==> src/hw/rtl/mmrs_pkg.sv <==
// Shared types and constants for the min-max range scaler.
// Used by mmrs_div, min_max_range_scaler and the testbench; depends on nothing.
`default_nettype none

package mmrs_pkg;

	localparam int MAX_SAMPLES = 64;
	localparam int ADDR_W = (MAX_SAMPLES > 1) ? $clog2(MAX_SAMPLES) : 1;
	localparam int CNT_W = $clog2(MAX_SAMPLES + 1);

	localparam int DATA_W = 16;
	localparam int PROD_W = 2 * DATA_W;
	localparam int DIV_STEPS = DATA_W;
	localparam int DIV_CW = $clog2(DIV_STEPS + 1);

	localparam logic REG_TARGET_LOW = 1'b0;
	localparam logic REG_TARGET_HIGH = 1'b1;

	typedef enum logic [1:0] {
		ST_LOAD,
		ST_READ,
		ST_MUL,
		ST_DIV
	} state_t;

	typedef struct packed {
		logic busy;
		logic done;
	} div_stat_t;

endpackage

`default_nettype wire

==> src/hw/rtl/mmrs_div.sv <==
// Iterative restoring divider, one quotient bit per cycle.
// Requires dividend[31:16] < divisor so the quotient fits in 16 bits.
// Depends on mmrs_pkg.
`default_nettype none

module mmrs_div (
	input  wire logic                         clk,
	input  wire logic                         arst_n,
	input  wire logic                         start,
	input  wire logic [mmrs_pkg::PROD_W-1:0]  dividend,
	input  wire logic [mmrs_pkg::DATA_W-1:0]  divisor,
	output mmrs_pkg::div_stat_t               stat,
	output logic      [mmrs_pkg::DATA_W-1:0]  quotient
);

	logic [mmrs_pkg::DATA_W-1:0] rem_q;
	logic [mmrs_pkg::DATA_W-1:0] low_q;
	logic [mmrs_pkg::DATA_W-1:0] dvs_q;
	logic [mmrs_pkg::DIV_CW-1:0] cnt_q;
	logic                        busy_q;
	logic                        done_q;

	logic [mmrs_pkg::DATA_W:0]   trial;
	logic [mmrs_pkg::DATA_W:0]   diff;
	logic                        qbit;

	assign trial = {rem_q, low_q[mmrs_pkg::DATA_W-1]};
	assign diff  = trial - {1'b0, dvs_q};
	assign qbit  = (trial >= {1'b0, dvs_q});

	always_ff @(posedge clk or negedge arst_n) begin
		if (!arst_n) begin
			busy_q <= 1'b0;
			done_q <= 1'b0;
			cnt_q  <= '0;
		end else if (start) begin
			busy_q <= 1'b1;
			done_q <= 1'b0;
			cnt_q  <= mmrs_pkg::DIV_CW'(mmrs_pkg::DIV_STEPS);
		end else if (busy_q) begin
			cnt_q <= cnt_q - mmrs_pkg::DIV_CW'(1);
			if (cnt_q == mmrs_pkg::DIV_CW'(1)) begin
				busy_q <= 1'b0;
				done_q <= 1'b1;
			end
		end
	end

	always_ff @(posedge clk) begin
		if (start) begin
			rem_q <= dividend[mmrs_pkg::PROD_W-1:mmrs_pkg::DATA_W];
			low_q <= dividend[mmrs_pkg::DATA_W-1:0];
			dvs_q <= divisor;
		end else if (busy_q) begin
			// shift quotient bits in from the bottom as dividend bits leave the top
			rem_q <= qbit ? diff[mmrs_pkg::DATA_W-1:0] : trial[mmrs_pkg::DATA_W-1:0];
			low_q <= {low_q[mmrs_pkg::DATA_W-2:0], qbit};
		end
	end

	assign stat.busy = busy_q;
	assign stat.done = done_q;
	assign quotient  = low_q;

`ifndef ASSERT_OFF
	a_start_busy: assert property (@(posedge clk) disable iff (!arst_n)
		start |=> (busy_q && !done_q))
		else $error("divider not busy after start");
	a_busy_done_excl: assert property (@(posedge clk) disable iff (!arst_n)
		!(busy_q && done_q))
		else $error("divider busy and done together");
	a_done_from_busy: assert property (@(posedge clk) disable iff (!arst_n)
		$rose(done_q) |-> $past(busy_q))
		else $error("divider done without running");
`endif

endmodule

`default_nettype wire

==> src/hw/rtl/min_max_range_scaler.sv <==
// Min-max range scaler. Samples load one per cycle into a 64-entry store while
// the running minimum and maximum are tracked; dropped samples past capacity do
// not count. The item flagged final_req starts the emission of every stored sample
// in load order, rescaled to target_low + (x - min) * (target_high - target_low)
// / (max - min), truncated toward zero and wrapped to 16 bits. Each result passes
// through one store read, one 16x16 multiply, 16 steps of the shared restoring
// divider and one output load, waiting while the output register is held. While
// a set emits, in_ready is low. Write the target registers only while idle.
// Depends on mmrs_pkg and mmrs_div.
`default_nettype none

module min_max_range_scaler (
	input  wire logic                        clk,
	input  wire logic                        arst_n,
	input  wire logic                        cfg_we,
	input  wire logic                        cfg_index,
	input  wire logic [mmrs_pkg::DATA_W-1:0] cfg_data,
	input  wire logic                        in_valid,
	output logic                             in_ready,
	input  wire logic [mmrs_pkg::DATA_W-1:0] sample,
	input  wire logic                        final_req,
	output logic                             out_valid,
	input  wire logic                        out_ready,
	output logic      [mmrs_pkg::DATA_W-1:0] scaled,
	output logic                             end_of_set
);

	mmrs_pkg::state_t            state_q, state_d;
	logic [mmrs_pkg::DATA_W-1:0] tlow_q, thigh_q;
	logic [mmrs_pkg::DATA_W-1:0] min_q, max_q;
	logic [mmrs_pkg::CNT_W-1:0]  fill_q;
	logic [mmrs_pkg::ADDR_W-1:0] idx_q;
	logic [mmrs_pkg::DATA_W-1:0] mem [mmrs_pkg::MAX_SAMPLES];
	logic [mmrs_pkg::DATA_W-1:0] rd_q;
	logic                        out_valid_q, end_q;
	logic [mmrs_pkg::DATA_W-1:0] scaled_q;

	logic                        in_acc, store_en, out_free, is_last;
	logic                        div_start, put, clr;
	logic                        neg, span_zero;
	logic [mmrs_pkg::DATA_W-1:0] span, mag, xdiff, result;
	logic [mmrs_pkg::PROD_W-1:0] prod;
	logic [mmrs_pkg::DATA_W-1:0] quo;
	mmrs_pkg::div_stat_t         div_stat;

	assign in_ready = (state_q == mmrs_pkg::ST_LOAD);
	assign in_acc   = in_valid && in_ready;
	assign store_en = in_acc && (fill_q < mmrs_pkg::CNT_W'(mmrs_pkg::MAX_SAMPLES));
	assign out_free = !out_valid_q || out_ready;
	assign is_last  = (mmrs_pkg::CNT_W'(idx_q) + mmrs_pkg::CNT_W'(1)) == fill_q;

	// signed output span carried as sign and magnitude
	assign neg       = thigh_q < tlow_q;
	assign mag       = neg ? (tlow_q - thigh_q) : (thigh_q - tlow_q);
	assign span      = max_q - min_q;
	assign span_zero = (max_q == min_q);
	assign xdiff     = rd_q - min_q;
	assign prod      = {{mmrs_pkg::DATA_W{1'b0}}, xdiff} * {{mmrs_pkg::DATA_W{1'b0}}, mag};
	assign result    = span_zero ? tlow_q : (neg ? (tlow_q - quo) : (tlow_q + quo));

	always_comb begin
		state_d   = state_q;
		div_start = 1'b0;
		put       = 1'b0;
		clr       = 1'b0;
		unique case (state_q)
			mmrs_pkg::ST_LOAD: begin
				if (in_acc && final_req)
					state_d = mmrs_pkg::ST_READ;
			end
			mmrs_pkg::ST_READ: begin
				state_d = mmrs_pkg::ST_MUL;
			end
			mmrs_pkg::ST_MUL: begin
				div_start = 1'b1;
				state_d   = mmrs_pkg::ST_DIV;
			end
			mmrs_pkg::ST_DIV: begin
				if (div_stat.done && out_free) begin
					put     = 1'b1;
					clr     = is_last;
					state_d = is_last ? mmrs_pkg::ST_LOAD : mmrs_pkg::ST_READ;
				end
			end
			default: state_d = mmrs_pkg::ST_LOAD;
		endcase
	end

	always_ff @(posedge clk or negedge arst_n) begin
		if (!arst_n)
			state_q <= mmrs_pkg::ST_LOAD;
		else
			state_q <= state_d;
	end

	always_ff @(posedge clk or negedge arst_n) begin
		if (!arst_n) begin
			tlow_q  <= '0;
			thigh_q <= mmrs_pkg::DATA_W'(4095);
		end else if (cfg_we) begin
			unique case (cfg_index)
				mmrs_pkg::REG_TARGET_LOW:  tlow_q  <= cfg_data;
				mmrs_pkg::REG_TARGET_HIGH: thigh_q <= cfg_data;
				default: ;
			endcase
		end
	end

	always_ff @(posedge clk or negedge arst_n) begin
		if (!arst_n) begin
			min_q  <= '1;
			max_q  <= '0;
			fill_q <= '0;
			idx_q  <= '0;
		end else if (clr) begin
			min_q  <= '1;
			max_q  <= '0;
			fill_q <= '0;
			idx_q  <= '0;
		end else begin
			if (store_en) begin
				if (sample < min_q)
					min_q <= sample;
				if (sample > max_q)
					max_q <= sample;
				fill_q <= fill_q + mmrs_pkg::CNT_W'(1);
			end
			if (put)
				idx_q <= idx_q + mmrs_pkg::ADDR_W'(1);
		end
	end

	always_ff @(posedge clk) begin
		if (store_en)
			mem[fill_q[mmrs_pkg::ADDR_W-1:0]] <= sample;
		rd_q <= mem[idx_q];
	end

	mmrs_div u_div (
		.clk      (clk),
		.arst_n   (arst_n),
		.start    (div_start),
		.dividend (prod),
		.divisor  (span),
		.stat     (div_stat),
		.quotient (quo)
	);

	// output register: hold the item until taken
	always_ff @(posedge clk or negedge arst_n) begin
		if (!arst_n)
			out_valid_q <= 1'b0;
		else if (put)
			out_valid_q <= 1'b1;
		else if (out_ready)
			out_valid_q <= 1'b0;
	end

	always_ff @(posedge clk) begin
		if (put) begin
			scaled_q <= result;
			end_q    <= is_last;
		end
	end

	assign out_valid  = out_valid_q;
	assign scaled     = scaled_q;
	assign end_of_set = end_q;

`ifndef ASSERT_OFF
	a_fill_bound: assert property (@(posedge clk) disable iff (!arst_n)
		fill_q <= mmrs_pkg::CNT_W'(mmrs_pkg::MAX_SAMPLES))
		else $error("fill count beyond capacity");
	a_min_le_max: assert property (@(posedge clk) disable iff (!arst_n)
		(fill_q != '0) |-> (min_q <= max_q))
		else $error("running min above running max");
	a_idx_in_set: assert property (@(posedge clk) disable iff (!arst_n)
		(state_q != mmrs_pkg::ST_LOAD) |-> (mmrs_pkg::CNT_W'(idx_q) < fill_q))
		else $error("emit index past stored samples");
	a_last_clears: assert property (@(posedge clk) disable iff (!arst_n)
		(put && is_last) |=> (fill_q == '0 && out_valid_q && end_q))
		else $error("set not cleared after last item");
`endif

endmodule

`default_nettype wire

==> config.mk <==
export PLATFORM = sky130hd
export DESIGN_NAME = min_max_range_scaler
export DESIGN_NICKNAME = d
export VERILOG_FILES = /design/src/hw/rtl/mmrs_pkg.sv /design/src/hw/rtl/mmrs_div.sv /design/src/hw/rtl/min_max_range_scaler.sv
export SDC_FILE = /design/constraint.sdc
export NUM_CORES = 2
export LEC_CHECK = 0
export BUFFER_PORTS_ARGS = -buffer_cell sky130_fd_sc_hd__buf_2
export CAP_MARGIN = 20
export CELL_PAD_IN_SITES_DETAIL_PLACEMENT = 0
export CELL_PAD_IN_SITES_GLOBAL_PLACEMENT = 1
export CORE_UTILIZATION = 35
export CTS_BUF_LIST = sky130_fd_sc_hd__clkbuf_8
export DETAILED_ROUTE_END_ITERATION = 6
export GPL_ROUTABILITY_DRIVEN = 0
export PLACE_DENSITY_LB_ADDON = 0.1
export RECOVER_POWER = 50
export SETUP_SLACK_MARGIN = 0.4
export SYNTH_ARGS = -nofsm -noshare
export SYNTH_HDL_FRONTEND = slang
export SYNTH_SLANG_ARGS = --single-unit
export TNS_END_PERCENT = 10
==> constraint.sdc <==
create_clock -name clk -period 7.5 [get_ports clk]
set_clock_uncertainty 0.1 [all_clocks]
set_input_delay 0.75 -clock clk [delete_from_list [all_inputs] [get_ports clk]]
set_output_delay 0.75 -clock clk [all_outputs]
set_load 0.01 [all_outputs]
==> flow_summary.json <==
{
  "wl_per_cell_um": 25.5,
  "hpwl_um": 119000,
  "syn_area_mm2": 0.0600,
  "ant_nets": 0,
  "syn_inst": 3931,
  "cp.depth": 34,
  "setup_slack_ns": -0.498,
  "max_freq_ghz": 0.125,
  "avgSynthCellArea_um2": 15.3,
  "r2r-end": "u_div.rem_q[13]",
  "core_mm2": 0.170,
  "dieArea_mm2": 0.173,
  "wirelength_um": 177000,
  "antenna_found_initial": 15,
  "grt_overflow": 0,
  "reg2regPathDepth": 34,
  "grt_pass1_wl_um": 257000,
  "cp_max_fo": 7,
  "grt_usage_pct": 20.5,
  "worst_pin_slew_ns": 3.35,
  "r2r-start": "thigh_q[0]",
  "numPortBuffers": 57,
  "yosys_warnings": 0,
  "cts_buffers": 205,
  "initial_core_util_pct": 35.3,
  "violations": "max-capacitance violations, max-slew violations, negative setup slack",
  "critical_path.top_delay_family": "adder cells",
  "crit_path_max_incr_delay_ns": 0.58,
  "fp-row-count": 151,
  "netlist.area_leader.share_pct": 54.5,
  "cpMostUsedCell": "fa_1",
  "die_y_um": 416,
  "period_needed_ns": 8.00,
  "h-tree-depth": 4,
  "dr.pass1.iters": 7,
  "synth-seq-area-share_pct": 58.7,
  "grt_max_degree": 104,
  "slew_headroom_pct": -123,
  "path_buf_inv": 10,
  "synth_fp_nets": 4407,
  "drive_gt1_share_pct": 27.5,
  "fin_area_mm2": 0.0708,
  "slowest_stage": "fa_2",
  "ys_seq_elements": 1192,
  "yosys-top-cells-area": "edfxtp_1, mux4_2, fa_1",
  "cts_tree": "built",
  "clk_pin_slew_ns": 0.06,
  "drc": 0,
  "path_class": "reg -> reg",
  "fill_cells": 15800,
  "setup.worst_path.end_class": "flop",
  "chipWidth_um": 416,
  "setup_viol": 19,
  "min_period_over_period_pct": 107,
  "finalMaxSlewViolations": 1185,
  "drtIter0Drc": 2484,
  "cts_buffer_depth": 3,
  "grt_pass1_vias": 37400,
  "crit_required_ns": 8.09,
  "ios": 58,
  "area_growth_pct": 18.1,
  "cts_root_buf": "clkbuf_8",
  "async_flop_share_pct": 7.30,
  "crit_arrival_ns": 8.58,
  "vias_per_cell": 5.09,
  "placed_cell_area_mm2": 0.0662,
  "fin_nets": 5008,
  "yosys.cell_types.count": 94,
  "status": "finished, violations left",
  "rsz0062_at_grt": "true",
  "cap_violations": 30,
  "ys.flop_type": "edfxtp_1",
  "final_hold_viol_count": 0,
  "min_path_type": "in -> reg",
  "regToRegSetupSlack_ns": -0.50,
  "yosysTopAreaCell": "edfxtp_1",
  "clock_sinks": 1192,
  "crit_path_start": "thigh_q[0]",
  "route.vias.total": 35300,
  "clk_latency_ns": 0.96,
  "endpoint": "u_div.rem_q[13]",
  "synth_edf_count": 1089,
  "cp-start-kind": "flop"
}
==> per-stage QoR <==
step | instances | TNS [ns] | hold WS, ns | setup slack, ns | utilization (%)
2_1_floorplan | 3931 | -2.52 | 0.354 | -0.253 | -
3_3_place_gp | 6489 | -10.93 | 0.410 | -0.695 | 39.0
3_5_place_dp | 6491 | -12.19 | 0.419 | -0.758 | 39.0
4_1_cts | 6908 | -7.15 | 0.0153 | -0.448 | 41.7
5_1_grt | 6921 | -13.82 | 0.0476 | -0.810 | 41.7
6_report | 6923 | -7.51 | 0.103 | -0.498 | 41.7
==> repair_timing <==
| item | CTS | global route |
|---|---|---|
| gates cloned | 1 | 0 |
| hold buffers | 17 | 0 |
| setup endpoints to repair | 22 | 23 |
| resized for setup | 77 | 29 |
| hold endpoints to repair | 52 | 0 |
| buffers inserted | 25 | 8 |
| pin swaps | 63 | 38 |
==> worst min-delay path by stage <==
stage                         startpoint              to  depth (start not counted)
after detailed placement  u_div.cnt_q[4]  u_div.cnt_q[4]                          2
final                          out_ready       out_valid                          3
after CTS                      out_ready       out_valid                          3
after global routing           out_ready       out_valid                          3
after global placement       thigh_q[15]     thigh_q[15]                          1
after floorplan                   arst_n       fill_q[0]                          0
==> metal layers <==
layer / vias to the layer above / part of all wire, % / GRT usage [%]
met4: 2 / 2.3 / 5.61
li1: 16000 / - / -
met5: - / 0.0062 / 0
met2: 703 / 50 / 34.7
met1: 18300 / 44 / 27.3
met3: 226 / 4.1 / 3.06
==> kinds of logic after synthesis <==
logic type | count (synthesis) | share of synthesized area, %
flops | 1192 | 58.7
simple gates | 766 | 5.91
buf+inv | 502 | 3.28
compound gates | 479 | 5.29
mux | 437 | 13.4
fa+ha+maj | 437 | 11.6
xor+xnor | 118 | 1.75
==> state kept, by name (all words and copies together) (netlist names) <==
signal / flops
max_q: 16
state_q: 2
mem: 1024
thigh_q: 16
end_of_set: 1
scaled: 16
tlow_q: 16
out_valid: 1
min_q: 16
rd_q: 16
u_div.busy_q: 1
u_div.done_q: 1
u_div.quotient: 16
u_div.cnt_q: 5
idx_q: 6
u_div.rem_q: 16
fill_q: 7
u_div.dvs_q: 16
==> cell type report <==
| type | instances | area, um2 | share of cell area, % |
|---|---|---|---|
| Sequential cell | 1192 | 35300 | 49.8 |
| Multi-Input combinational cell | 2237 | 23500 | 33.2 |
| Timing Repair Buffer | 557 | 4260 | 6.01 |
| Clock buffer | 215 | 2960 | 4.18 |
| Tap cell | 2218 | 2780 | 3.92 |
| Inverter | 339 | 1270 | 1.80 |
| Clock inverter | 159 | 779 | 1.10 |
| Antenna cell | 6 | 15.0 | 0.0212 |
==> Yosys cell counts (59+ instances only) <==
cell type,number
nor2_1,246
a21oi_1,102
xnor2_1,69
dfrtp_1,59
o21ai_0,126
fa_1,200
mux4_2,288
edfxtp_1,1089
ha_1,237
nand2_1,239
mux2i_1,100
inv_1,339
clkbuf_1,102
==> worst min-delay path, stage by stage <==
cell,delay (ns)
buf_2,0.09
nand2b_1,0.18
nand2_1,0.07
==> cell usage in the layout (no fill, tap or decap), drive strengths merged, types with 59 or more instances in the layout <==
cell type | Yosys | final
a21oi | 103 | 103
buf | 60 | 486
clkbuf | 103 | 268
clkinv | 0 | 81
dfrtp | 59 | 59
edfxtp | 1089 | 1089
fa | 200 | 200
ha | 237 | 237
inv | 339 | 416
mux2i | 101 | 101
mux4 | 288 | 288
nand2 | 240 | 240
nor2 | 246 | 246
o21ai | 129 | 129
xnor2 | 71 | 71
Power is left out: the tool's default activity adds up to more than one toggle a clock period on the data nets, which glitch-free logic cannot reach.
